### src/sv/spa_pkg.sv
// Shared types, constants and state encodings for the sparse polynomial adder.
`timescale 1ns / 1ps

package spa_pkg;

    localparam int MAX_TERMS = 32;
    localparam int ADDR_W    = $clog2(MAX_TERMS);
    localparam int CNT_W     = $clog2(MAX_TERMS + 1);

    typedef struct packed {
        logic signed [15:0] expo;
        logic signed [15:0] coef;
    } term_t;

    typedef struct packed {
        logic signed [16:0] sum_coef;
        logic signed [15:0] sum_exponent;
        logic               empty_res;
        logic               overflowed;
        logic               final_term;
    } result_t;

    typedef struct packed {
        logic              wr_en;
        term_t             wr_term;
        logic              sort_start;
        logic              clear;
        logic [ADDR_W-1:0] rd_addr;
    } store_req_t;

    typedef struct packed {
        logic [CNT_W-1:0] count;
        logic             sort_done;
        term_t            rd_term;
    } store_rsp_t;

    typedef enum logic [1:0] {
        T_LOAD,
        T_SORT,
        T_MERGE
    } top_state_t;

    typedef enum logic [2:0] {
        S_IDLE,
        S_RDI,
        S_LDI,
        S_SCAN,
        S_WRI,
        S_DONE
    } sort_state_t;

    typedef enum logic [1:0] {
        M_IDLE,
        M_FETCH,
        M_EVAL,
        M_FLUSH
    } merge_state_t;

endpackage

### src/sv/spa_if.sv
// Handshake channels for input terms and result terms.
`timescale 1ns / 1ps

interface spa_term_if;
    logic               valid;
    logic               ready;
    logic               poly_b;
    logic signed [15:0] coef;
    logic signed [15:0] exponent;
    logic               last;

    modport source (output valid, poly_b, coef, exponent, last, input ready);
    modport sink   (input valid, poly_b, coef, exponent, last, output ready);
endinterface

interface spa_result_if;
    logic               valid;
    logic               ready;
    logic signed [16:0] sum_coef;
    logic signed [15:0] sum_exponent;
    logic               empty_res;
    logic               overflowed;
    logic               final_term;

    modport source (output valid, sum_coef, sum_exponent, empty_res, overflowed, final_term,
                    input ready);
    modport sink   (input valid, sum_coef, sum_exponent, empty_res, overflowed, final_term,
                    output ready);
endinterface

### src/sv/spa_store.sv
// Term store: one synchronous memory, its fill count and an in-place exchange sort sequencer.
`timescale 1ns / 1ps

module spa_store
    import spa_pkg::*;
(
    input  logic       clk,
    input  logic       rst_n,
    input  store_req_t req,
    output store_rsp_t rsp
);

    term_t             mem [MAX_TERMS];
    term_t             rd_data_reg;
    logic [CNT_W-1:0]  count_reg;
    logic [CNT_W-1:0]  i_reg;
    logic [CNT_W-1:0]  j_reg;
    term_t             cur_reg;
    sort_state_t       state_reg;
    sort_state_t       state_next;

    logic              we;
    logic [ADDR_W-1:0] waddr;
    term_t             wdata;
    logic [ADDR_W-1:0] raddr;
    logic              swap;
    logic [CNT_W-1:0]  i_inc;
    logic [CNT_W-1:0]  i_inc2;
    logic [CNT_W-1:0]  j_inc;

    assign i_inc  = CNT_W'(i_reg + 1'b1);
    assign i_inc2 = CNT_W'(i_reg + 2'd2);
    assign j_inc  = CNT_W'(j_reg + 1'b1);

    // The held term sits at position i; a later term with a smaller exponent takes its place.
    assign swap = $signed(cur_reg.expo) > $signed(rd_data_reg.expo);

    always_comb
    begin
        state_next = state_reg;
        case (state_reg)
            S_IDLE:
            begin
                if (req.sort_start)
                begin
                    state_next = (count_reg <= CNT_W'(1)) ? S_DONE : S_RDI;
                end
            end
            S_RDI:  state_next = S_LDI;
            S_LDI:  state_next = S_SCAN;
            S_SCAN:
            begin
                if (!(j_inc < count_reg))
                begin
                    state_next = S_WRI;
                end
            end
            S_WRI:  state_next = (i_inc2 < count_reg) ? S_RDI : S_DONE;
            S_DONE: state_next = S_DONE;
            default: state_next = S_IDLE;
        endcase
        if (req.clear)
        begin
            state_next = S_IDLE;
        end
    end

    always_comb
    begin
        we    = 1'b0;
        waddr = count_reg[ADDR_W-1:0];
        wdata = req.wr_term;
        raddr = req.rd_addr;
        case (state_reg)
            S_IDLE:
            begin
                we = req.wr_en;
            end
            S_RDI:
            begin
                raddr = i_reg[ADDR_W-1:0];
            end
            S_LDI:
            begin
                raddr = i_inc[ADDR_W-1:0];
            end
            S_SCAN:
            begin
                raddr = j_inc[ADDR_W-1:0];
                we    = swap;
                waddr = j_reg[ADDR_W-1:0];
                wdata = cur_reg;
            end
            S_WRI:
            begin
                we    = 1'b1;
                waddr = i_reg[ADDR_W-1:0];
                wdata = cur_reg;
            end
            default:
            begin
                we = 1'b0;
            end
        endcase
    end

    always_ff @(posedge clk)
    begin
        if (we)
        begin
            mem[waddr] <= wdata;
        end
        rd_data_reg <= mem[raddr];
    end

    always_ff @(posedge clk)
    begin
        case (state_reg)
            S_IDLE:
            begin
                i_reg <= '0;
            end
            S_LDI:
            begin
                cur_reg <= rd_data_reg;
                j_reg   <= i_inc;
            end
            S_SCAN:
            begin
                if (swap)
                begin
                    cur_reg <= rd_data_reg;
                end
                j_reg <= j_inc;
            end
            S_WRI:
            begin
                i_reg <= i_inc;
            end
            default:
            begin
                j_reg <= j_reg;
            end
        endcase
    end

    always_ff @(posedge clk or negedge rst_n)
    begin
        if (!rst_n)
        begin
            state_reg <= S_IDLE;
            count_reg <= '0;
        end
        else
        begin
            state_reg <= state_next;
            if (req.clear)
            begin
                count_reg <= '0;
            end
            else if (state_reg == S_IDLE && req.wr_en)
            begin
                count_reg <= CNT_W'(count_reg + 1'b1);
            end
        end
    end

    assign rsp.count     = count_reg;
    assign rsp.sort_done = (state_reg == S_DONE);
    assign rsp.rd_term   = rd_data_reg;

endmodule

### src/sv/spa_merge.sv
// Merge walker: reads both sorted stores in step and feeds the result register.
`timescale 1ns / 1ps

module spa_merge
    import spa_pkg::*;
(
    input  logic                clk,
    input  logic                rst_n,
    input  logic                start,
    input  logic                drop_flag,
    input  store_rsp_t          a_rsp,
    input  store_rsp_t          b_rsp,
    output logic [ADDR_W-1:0]   a_addr,
    output logic [ADDR_W-1:0]   b_addr,
    output logic                done,
    spa_result_if.source        result_out
);

    merge_state_t     state_reg;
    merge_state_t     state_next;
    logic [CNT_W-1:0] ia_reg;
    logic [CNT_W-1:0] ib_reg;
    result_t          hold_reg;
    logic             hold_valid_reg;
    result_t          out_reg;
    logic             out_valid_reg;

    logic               a_more;
    logic               b_more;
    logic               take_a;
    logic               take_b;
    logic               take_both;
    logic signed [16:0] coef_a;
    logic signed [16:0] coef_b;
    logic signed [16:0] coef_new;
    logic               emit;
    logic               out_free;
    logic               step;
    logic               flush;
    result_t            new_item;
    result_t            empty_item;
    result_t            last_item;

    assign a_more    = ia_reg < a_rsp.count;
    assign b_more    = ib_reg < b_rsp.count;
    assign take_both = a_more && b_more && (a_rsp.rd_term.expo == b_rsp.rd_term.expo);
    assign take_a    = a_more &&
                       (!b_more || $signed(a_rsp.rd_term.expo) < $signed(b_rsp.rd_term.expo));
    assign take_b    = b_more &&
                       (!a_more || $signed(b_rsp.rd_term.expo) < $signed(a_rsp.rd_term.expo));

    assign coef_a = 17'($signed(a_rsp.rd_term.coef));
    assign coef_b = 17'($signed(b_rsp.rd_term.coef));

    always_comb
    begin
        if (take_both)
        begin
            coef_new = coef_a + coef_b;
        end
        else if (take_a)
        begin
            coef_new = coef_a;
        end
        else
        begin
            coef_new = coef_b;
        end
    end

    // Equal exponents whose coefficients cancel leave no term behind.
    assign emit = take_a || take_b || (take_both && coef_new != '0);

    assign new_item.sum_coef     = coef_new;
    assign new_item.sum_exponent = take_b ? b_rsp.rd_term.expo : a_rsp.rd_term.expo;
    assign new_item.empty_res    = 1'b0;
    assign new_item.overflowed   = drop_flag;
    assign new_item.final_term   = 1'b0;

    assign empty_item.sum_coef     = '0;
    assign empty_item.sum_exponent = '0;
    assign empty_item.empty_res    = 1'b1;
    assign empty_item.overflowed   = drop_flag;
    assign empty_item.final_term   = 1'b1;

    always_comb
    begin
        last_item            = hold_reg;
        last_item.final_term = 1'b1;
    end

    assign out_free = !out_valid_reg || result_out.ready;
    assign step     = (state_reg == M_EVAL) && (a_more || b_more) && out_free;
    assign flush    = (state_reg == M_FLUSH) && out_free;

    always_comb
    begin
        state_next = state_reg;
        case (state_reg)
            M_IDLE:
            begin
                if (start)
                begin
                    state_next = M_FETCH;
                end
            end
            M_FETCH: state_next = M_EVAL;
            M_EVAL:
            begin
                if (!a_more && !b_more)
                begin
                    state_next = M_FLUSH;
                end
                else if (out_free)
                begin
                    state_next = M_FETCH;
                end
            end
            M_FLUSH:
            begin
                if (out_free)
                begin
                    state_next = M_IDLE;
                end
            end
            default: state_next = M_IDLE;
        endcase
    end

    always_comb
    begin
        done   = flush;
        a_addr = ia_reg[ADDR_W-1:0];
        b_addr = ib_reg[ADDR_W-1:0];
    end

    always_ff @(posedge clk)
    begin
        if (state_reg == M_IDLE)
        begin
            ia_reg <= '0;
            ib_reg <= '0;
        end
        else if (step)
        begin
            if (take_a || take_both)
            begin
                ia_reg <= CNT_W'(ia_reg + 1'b1);
            end
            if (take_b || take_both)
            begin
                ib_reg <= CNT_W'(ib_reg + 1'b1);
            end
        end
        if (step && emit)
        begin
            hold_reg <= new_item;
        end
        if (step && emit && hold_valid_reg)
        begin
            out_reg <= hold_reg;
        end
        else if (flush)
        begin
            if (hold_valid_reg)
            begin
                out_reg <= last_item;
            end
            else
            begin
                out_reg <= empty_item;
            end
        end
    end

    always_ff @(posedge clk or negedge rst_n)
    begin
        if (!rst_n)
        begin
            state_reg      <= M_IDLE;
            hold_valid_reg <= 1'b0;
            out_valid_reg  <= 1'b0;
        end
        else
        begin
            state_reg <= state_next;
            if (step && emit)
            begin
                hold_valid_reg <= 1'b1;
            end
            else if (flush)
            begin
                hold_valid_reg <= 1'b0;
            end
            if ((step && emit && hold_valid_reg) || flush)
            begin
                out_valid_reg <= 1'b1;
            end
            else if (result_out.ready)
            begin
                out_valid_reg <= 1'b0;
            end
        end
    end

    assign result_out.valid        = out_valid_reg;
    assign result_out.sum_coef     = out_reg.sum_coef;
    assign result_out.sum_exponent = out_reg.sum_exponent;
    assign result_out.empty_res    = out_reg.empty_res;
    assign result_out.overflowed   = out_reg.overflowed;
    assign result_out.final_term   = out_reg.final_term;

endmodule

### src/sv/sparse_polynomial_add_top.sv
// Sparse polynomial adder: load sequencing, run control and the two term stores.
//
// Terms arrive on term_in, one beat each: poly_b picks store A or B, a zero coefficient
// stores nothing, and a store that already holds 32 terms drops the term and sets the
// overflow mark for the run. term_in stays ready throughout loading.
// The beat with last set starts the run: both stores are sorted by exponent in place, in
// parallel, each reading and writing its own memory one entry per cycle; term_in is held
// not ready until the run is over. The merge then walks both stores in step, through its
// fetch and evaluate states for each step, and results leave on result_out in ascending
// exponent order, the last beat marked final_term, or a single beat marked empty_res when
// nothing remains.
// A result register and a one-term hold stage sit before result_out; a stalled receiver
// simply pauses the merge. Once the final beat is in the result register, counts and the
// overflow mark clear and term_in is ready again, even while that beat waits.
// Reset clears the counts, the overflow mark and all sequencers; the store contents are
// left as they are, and only entries written in the current run are ever read.
`timescale 1ns / 1ps

module sparse_polynomial_add_top
    import spa_pkg::*;
(
    input  logic          clk,
    input  logic          rst_n,
    spa_term_if.sink      term_in,
    spa_result_if.source  result_out
);

    top_state_t  state_reg;
    top_state_t  state_next;
    logic        drop_flag_reg;

    store_req_t        a_req;
    store_req_t        b_req;
    store_rsp_t        a_rsp;
    store_rsp_t        b_rsp;
    logic [ADDR_W-1:0] a_addr;
    logic [ADDR_W-1:0] b_addr;
    logic              merge_start;
    logic              merge_done;
    logic              accept;
    logic              nonzero;
    logic              a_full;
    logic              b_full;
    logic              sort_start;
    term_t             in_term;

    assign accept  = term_in.valid && term_in.ready;
    assign nonzero = term_in.coef != '0;
    assign a_full  = a_rsp.count == CNT_W'(MAX_TERMS);
    assign b_full  = b_rsp.count == CNT_W'(MAX_TERMS);

    assign in_term.expo = term_in.exponent;
    assign in_term.coef = term_in.coef;

    always_comb
    begin
        state_next = state_reg;
        case (state_reg)
            T_LOAD:
            begin
                if (accept && term_in.last)
                begin
                    state_next = T_SORT;
                end
            end
            T_SORT:
            begin
                if (a_rsp.sort_done && b_rsp.sort_done)
                begin
                    state_next = T_MERGE;
                end
            end
            T_MERGE:
            begin
                if (merge_done)
                begin
                    state_next = T_LOAD;
                end
            end
            default: state_next = T_LOAD;
        endcase
    end

    always_comb
    begin
        term_in.ready = 1'b0;
        sort_start    = 1'b0;
        merge_start   = 1'b0;
        case (state_reg)
            T_LOAD:  term_in.ready = 1'b1;
            T_SORT:  sort_start    = 1'b1;
            T_MERGE: merge_start   = 1'b1;
            default: term_in.ready = 1'b0;
        endcase
    end

    always_comb
    begin
        a_req.wr_en      = accept && nonzero && !term_in.poly_b && !a_full;
        a_req.wr_term    = in_term;
        a_req.sort_start = sort_start;
        a_req.clear      = merge_done;
        a_req.rd_addr    = a_addr;
        b_req.wr_en      = accept && nonzero && term_in.poly_b && !b_full;
        b_req.wr_term    = in_term;
        b_req.sort_start = sort_start;
        b_req.clear      = merge_done;
        b_req.rd_addr    = b_addr;
    end

    always_ff @(posedge clk or negedge rst_n)
    begin
        if (!rst_n)
        begin
            state_reg     <= T_LOAD;
            drop_flag_reg <= 1'b0;
        end
        else
        begin
            state_reg <= state_next;
            if (merge_done)
            begin
                drop_flag_reg <= 1'b0;
            end
            else if (accept && nonzero && (term_in.poly_b ? b_full : a_full))
            begin
                drop_flag_reg <= 1'b1;
            end
        end
    end

    spa_store u_store_a (
        .clk   (clk),
        .rst_n (rst_n),
        .req   (a_req),
        .rsp   (a_rsp)
    );

    spa_store u_store_b (
        .clk   (clk),
        .rst_n (rst_n),
        .req   (b_req),
        .rsp   (b_rsp)
    );

    spa_merge u_merge (
        .clk        (clk),
        .rst_n      (rst_n),
        .start      (merge_start),
        .drop_flag  (drop_flag_reg),
        .a_rsp      (a_rsp),
        .b_rsp      (b_rsp),
        .a_addr     (a_addr),
        .b_addr     (b_addr),
        .done       (merge_done),
        .result_out (result_out)
    );

endmodule
### src/flat_wrapper.sv
// flat-port wrapper written by rule: the top's interface ports become plain ports
module sparse_polynomial_add_top_flat import spa_pkg::*;
  (clk, rst_n, term_in_valid, term_in_poly_b, term_in_coef, term_in_exponent, term_in_last, term_in_ready, result_out_valid, result_out_sum_coef, result_out_sum_exponent, result_out_empty_res, result_out_overflowed, result_out_final_term, result_out_ready);
  spa_term_if term_in_i ();
  spa_result_if result_out_i ();
  input  logic clk;
  input  logic rst_n;
  input wire logic [$bits(term_in_i.valid)-1:0] term_in_valid;
  input wire logic [$bits(term_in_i.poly_b)-1:0] term_in_poly_b;
  input wire logic [$bits(term_in_i.coef)-1:0] term_in_coef;
  input wire logic [$bits(term_in_i.exponent)-1:0] term_in_exponent;
  input wire logic [$bits(term_in_i.last)-1:0] term_in_last;
  output wire logic [$bits(term_in_i.ready)-1:0] term_in_ready;
  output wire logic [$bits(result_out_i.valid)-1:0] result_out_valid;
  output wire logic [$bits(result_out_i.sum_coef)-1:0] result_out_sum_coef;
  output wire logic [$bits(result_out_i.sum_exponent)-1:0] result_out_sum_exponent;
  output wire logic [$bits(result_out_i.empty_res)-1:0] result_out_empty_res;
  output wire logic [$bits(result_out_i.overflowed)-1:0] result_out_overflowed;
  output wire logic [$bits(result_out_i.final_term)-1:0] result_out_final_term;
  input wire logic [$bits(result_out_i.ready)-1:0] result_out_ready;
  assign term_in_i.valid = term_in_valid;
  assign term_in_i.poly_b = term_in_poly_b;
  assign term_in_i.coef = term_in_coef;
  assign term_in_i.exponent = term_in_exponent;
  assign term_in_i.last = term_in_last;
  assign term_in_ready = term_in_i.ready;
  assign result_out_valid = result_out_i.valid;
  assign result_out_sum_coef = result_out_i.sum_coef;
  assign result_out_sum_exponent = result_out_i.sum_exponent;
  assign result_out_empty_res = result_out_i.empty_res;
  assign result_out_overflowed = result_out_i.overflowed;
  assign result_out_final_term = result_out_i.final_term;
  assign result_out_i.ready = result_out_ready;
  sparse_polynomial_add_top u_core (.clk(clk), .rst_n(rst_n), .term_in(term_in_i), .result_out(result_out_i));
endmodule
### config.mk
export PLATFORM = sky130hd
export DESIGN_NAME = sparse_polynomial_add_top_flat
export DESIGN_NICKNAME = d
export VERILOG_FILES = /design/src/sv/spa_pkg.sv /design/src/sv/spa_if.sv /design/src/sv/spa_store.sv /design/src/sv/spa_merge.sv /design/src/sv/sparse_polynomial_add_top.sv /design/src/flat_wrapper.sv
export SDC_FILE = /design/constraint.sdc
export NUM_CORES = 2
export LEC_CHECK = 0
export ABC_AREA = 1
export BUFFER_PORTS_ARGS = -buffer_cell sky130_fd_sc_hd__buf_4
export CAP_MARGIN = 0
export CORE_UTILIZATION = 63
export CTS_CLUSTER_SIZE = 8
export DETAILED_ROUTE_END_ITERATION = 8
export GPL_ROUTABILITY_DRIVEN = 0
export PLACE_DENSITY_LB_ADDON = 0.08
export REMOVE_ABC_BUFFERS = 1
export SYNTH_ARGS = -nofsm -noshare
export SYNTH_HDL_FRONTEND = slang
export SYNTH_SLANG_ARGS = --single-unit
export TNS_END_PERCENT = 30
### constraint.sdc
create_clock -name clk -period 4.8 [get_ports clk]
set_input_delay 1.2 -clock clk [delete_from_list [all_inputs] [get_ports clk]]
set_output_delay 1.2 -clock clk [all_outputs]
set_load 0.02 [all_outputs]
After elaboration in Yosys (flattened, before gate mapping) --
Memories as Yosys holds them, arrays and structs flattened. A register that Yosys moved wholly into a read port is not among the register bits. Index checks and enable logic that the tools add are counted.
Word-level totals: word-level logic and storage cells 206, bits of input ports 38, flip-flop bits (word level) 195, output and inout bits 38, memories 2, RAM bits 2048
Cells by class: mux-type cells 61, add/sub/neg operators 11, eq/ne operators 30, reduce and logical (&&, ||, !) cells 63, $lt $le $gt $ge 12
Memory list:
- u_core.u_store_a.mem | depth 32, width 32, read ports 1, clocked after memory_dff 1, write ports 1, RTL line spa_store.sv:13 | term_t mem [MAX_TERMS];
- u_core.u_store_b.mem | depth 32, width 32, read ports 1, clocked after memory_dff 1, write ports 1, RTL line spa_store.sv:13
Operators by type and width (number):
- $mux 32 | 4
- $pmux 32 s2 | 2
- $mux 36 | 3
- $add 6x1->6 const B | 8
- $pmux 6 s2 | 4
- $lt 6x6->1 | 6
- $pmux 3 s6 | 2
- $mux 17 | 2
- $gt 16x16->1 | 2
- $lt 16x16->1 | 2
- $mux 3 | 10
- $pmux 5 s3 | 2
- $mux 6 | 4
- $logic_and 1x1->1 | 22
- $pmux 5 s2 | 2
- $reduce_bool 2->1 | 10
- $add 16x16->17 | 1
- $reduce_bool 17->1 | 1
- $eq 16x16->1 | 1
- $mux 16 | 1
- $reduce_bool 16->1 | 1
- $mux 1 | 14
- $mux 2 | 7
- $add 6x2->6 const B | 2
- other kinds (21) | 64

Longest topological paths before layout --
depth in word-level cells 13, mapped depth 25

By module --
From an unflattened synthesis, not the netlist that was laid out.
Second synthesis, totals: cell total of the unflattened synthesis 9893, area, all modules 104147.4 sq um
Modules (own cells, without submodules):
- spa_store (u_core.u_store_b) | area an instance 49299.8 sq um, cells an instance 4601, times used 1, sequential area each 32936.6 sq um
- spa_store (u_core.u_store_a) | area an instance 49095.8 sq um, cells an instance 4592, times used 1, sequential area each 32936.6 sq um
- spa_merge | area an instance 5467.7 sq um, cells an instance 650, times used 1, sequential area each 2442.3 sq um
- sparse_polynomial_add_top | area an instance 284.0 sq um, cells an instance 50, times used 1, sequential area each 75.1 sq um

Worst setup path after synthesis --
OpenSTA, ideal clock, no wires.
path kind input-to-reg, start point input term_in_valid, end point memory u_core.u_store_b.mem[0][0] in the netlist's numbering (enable), stages on the path 9, setup time 0.421 ns, required time 4.379 ns, data arrival time 3.832 ns, buffers on the path 0, path slack 0.547 ns, path through nor3b_1 -> o21ai_0 -> nor2_1 -> inv_1 -> nor3_1 -> inv_1 -> nand3_1 -> nand4_1 -> nor2_1
Between the ends: cells in the longest elaborated chain, start to end 7
Ends and longest elaborated chain:
- start: declaration | RTL line flat_wrapper.sv:8 | input wire logic [$bits(term_in_i.valid)-1:0] term_in_valid;
- $logic_and 1x1->1 | RTL line sparse_polynomial_add_top.sv:47 | assign accept = term_in.valid && term_in.ready;
- $logic_and 1x1->1 (3 in series) | RTL line sparse_polynomial_add_top.sv:104 | b_req.wr_en = accept && nonzero && term_in.poly_b && !b_full;
- $pmux 1 s3 | RTL line spa_store.sv:74 | case (state_reg)
- $mux 1 | RTL line spa_store.sv:109 | if (we)
- $mux 1 (implied by the code) | RTL line spa_store.sv:111 | mem[waddr] <= wdata;
- end: declaration | RTL line spa_store.sv:13
Every way passes these cells.

Worst setup path in the final report --
start point register, netlist name u_core.u_store_a.rsp[29], end point register u_core.u_merge.hold_reg[31] in the netlist's numbering (enable)
Between the ends: cells in the longest elaborated chain, start to end 9, elaborated cells on any way between the ends 15, classes of those cells order compare: 2; eq/ne: 1; mux: 2; reduce/logical: 10
Ends and longest elaborated chain:
- $lt 16x16->1 | RTL line spa_merge.sv:48 | (!b_more || $signed(a_rsp.rd_term.expo) < $signed(b_rsp.rd_term.expo));
- $logic_or 1x1->1 | RTL line spa_merge.sv:48
- $logic_and 1x1->1 | RTL line spa_merge.sv:47 | assign take_a = a_more &&
- $mux 17 | RTL line spa_merge.sv:61 | else if (take_a)
- $mux 17 | RTL line spa_merge.sv:57 | if (take_both)
- $reduce_bool 17->1 | RTL line spa_merge.sv:72 | assign emit = take_a || take_b || (take_both && coef_new != '0);
- $logic_and 1x1->1 | RTL line spa_merge.sv:72
- $logic_or 1x1->1 (*) | RTL line spa_merge.sv:72
- $logic_and 1x1->1 (*) | RTL line spa_merge.sv:155 | if (step && emit)
- end signal: assignment | RTL line spa_merge.sv:157 | hold_reg <= new_item;
- end: declaration | RTL line spa_merge.sv:23 | result_t hold_reg;
Every way passes the cells marked *; elsewhere a longest branch is shown, timed or not. A chain may end at the register's enable or synchronous reset.

==> results_dict.tcl <==
set metrics [dict create \
    finalSetupViolCount 0 \
    diodes 0 \
    cp.required_ns 5.43 \
    crit_family "simple AND/OR/NAND/NOR gates" \
    cts_tree "yes" \
    cts_root_buffer "clkbuf_16" \
    dieHeight_um 388.4 \
    place_hpwl_mm 150.6 \
    yosys.area.top_type_share_pct 70.42 \
    die-area_um2 150900 \
    layout_common_cells "edfxtp_1, nor2_1, o21ai_0" \
    critPathLaunchType "register" \
    slew_violations 0 \
    ff2ff_setup_slack_ns 0.33 \
    clock_skew_ns 0.03841 \
    cp-end-kind "register" \
    syn-instance-count 7139 \
    cts_setup_buffers 0 \
    grtUsageTotal_pct 33.24 \
    cp_slowest_cell "dfxtp_1" \
    portBuffers 75 \
    cap_violations 0 \
    area_growth_pct 15.34 \
    grt_pass1_wl_mm 375.6 \
    htree_levels 5 \
    ys.warnings.count 0 \
    reg2reg_depth 23 \
    ios 76 \
    r2r_start "u_core.u_store_a.rsp[29]$_DFF_P_" \
    crit_buf_inv 4 \
    startpoint "u_core.u_store_a.rsp[29]$_DFF_P_" \
    vias_per_cell 6.593 \
    clkLatencyLatePin_ns 0.91 \
    fin_crit_sh_pct 93.10 \
    dr.pass1.iters 6 \
    rsz0062_at_grt "false" \
    cts_buffer_depth 4 \
    antenna_found_initial 4 \
    synth_ff_type "edfxtp_1" \
    cp.arrival_ns 5.10 \
    grt_pass1_vias 60020 \
    grt-ovfl-total 0 \
    outcome "finished, final reports clean" \
    synth_seq_cells 2307 \
    post_drt_wl_per_cell_um 26.77 \
    start_util_pct 63.55 \
    cts.sinks 2307 \
    drive_gt1_share_pct 11.79 \
    worst_pin_slew_ns 1.255 \
    drc_errors 0 \
    vias 61980 \
    yosysSeqAreaShare_pct 72.71 \
    critPathMaxFanout 22 \
    final_area_um2 108500 \
    crit_chain "inv_1, ha_1, nand2_1, inv_1, o21bai_1, nand2_1, a21oi_1, nand2_1, nand2_1, nand3_1, nand2_1, nand2_2, o21ai_0, nor2_1, nor2_1, nand3_1, nor2_1, nand2_1, nand2_1, nand2_1, nand2_1, clkinvlp_4, buf_12" \
    slowest_delay_ns 0.35 \
    hold-worst-slack_ns 0.2138 \
    r2r_end "u_core.u_merge.hold_reg[31]$_DFFE_PP_" \
    dpl-instance-area_um2 99460 \
    core_area_um2 148000 \
    final_common_cell "edfxtp_1" \
    synthTopCellsByArea "edfxtp_1, nor2_1, o21bai_1" \
    clk_pin_slew_ns 0.05 \
    final_antenna_net_count 0 \
    die_w_um 388.4 \
    fmax_mhz 223.8 \
    grt_max_degree 187 \
    synth-edff-count 2206 \
    syn_area_per_cell_um2 13.18 \
    async_reset_ff_share_pct 1.084 \
    netlist_area_um2 94060 \
    synth.distinct_cells 58 \
    slew_headroom_pct 15.98 \
    critPathKind "register to register" \
    nets 7515 \
    final_hold_viol_count 0 \
    drtIter0Drc 7996 \
    fin_crit_ns 4.469 \
    hold_class "input pin to async pin" \
    numCtsBuffers 338 \
    yosysTopAreaCell "edfxtp_1" \
    crit_top_cell "nand2_1" \
    postRouteWirelength_mm 251.6 \
    num_rows 141 \
]
## final cells by class
cell class	count	area (um^2)
Clock inverter	5	72.57
Tap cell	1930	2415
Sequential cell	2307	68390
Inverter	278	1079
Fill cell	9214	39520
Multi-Input combinational cell	4092	23720
Timing Repair Buffer	351	3861
Clock buffer	437	8957
## worst max path at each step
| stage | endpoint | depth (start not counted) |
|---|---|---|
| after floorplan | u_core.u_store_b.rsp[0]$_DFF_P_ | 15 |
| after global placement | u_core.u_store_a.mem[10][9]$_DFFE_PP_ | 13 |
| after detailed placement | u_core.u_store_b.mem[25][9]$_DFFE_PP_ | 15 |
| after CTS | u_core.u_merge.hold_reg[21]$_DFFE_PP_ | 20 |
| after global routing | u_core.u_merge.hold_reg[22]$_DFFE_PP_ | 21 |
| final | u_core.u_merge.hold_reg[31]$_DFFE_PP_ | 23 |
## Yosys cell counts, drive strengths merged (2+ instances only)
library cell and instances:
a21o 3, a21oi 77, dfxtp 76, o2111ai 2
a31oi 73, nand4 24, nand2 371, nor4 8
buf 195, ha 108, dfrtp 25, o21a 10
clkinv 3, o311ai 449, nor3 77, nor3b 2
o21ai 663, a21boi 3, xnor2 7, edfxtp 2206
inv 275, nand3b 5, nor2 1446, o32ai 65
xor2 21, o21bai 389, a211oi 3, nand3 192
clkbuf 267, or2 4, o22ai 6, o211ai 74
## stage by stage
step / util, % / setup TNS (ns) / setup slack (ns) / instances
global route: 73.30 / 0 / 0.09569 / 9400
finish: 73.30 / 0 / 0.3311 / 9400
CTS: 73.29 / 0 / 0.4232 / 9400
detailed placement: 67.19 / 0 / 0.004614 / 8958
floorplan: - / -385.99 / -7.350 / 6677
global placement: 67.19 / -0.3068 / -0.01508 / 8958
## layer usage
metal,global-route usage [%],routed length [um],vias to the layer above
li1,-,-,27160
met2,48.58,111700,3709
met4,10.82,7542,2
met5,0,12,-
met3,7.649,29210,460
met1,49.81,103100,30650
## kinds of logic (layout without fill, tap and decap cells)
kind of cell	Yosys count	after routing	synth area share [%]
simple gates	2131	2131	9.045
compound gates	1824	1824	13.22
xor+xnor	28	28	0.2607
flops	2307	2307	72.71
buf+inv	740	1071	3.312
fa+ha+maj	109	109	1.458
## timing repair
item,in CTS,in global routing
endpoints found under the setup margin,0,37
hold buffers,0,0
gates resized for setup,0,3
Power is left out: the tool's default activity adds up to more than one toggle a clock period on the data nets, which glitch-free logic cannot reach.
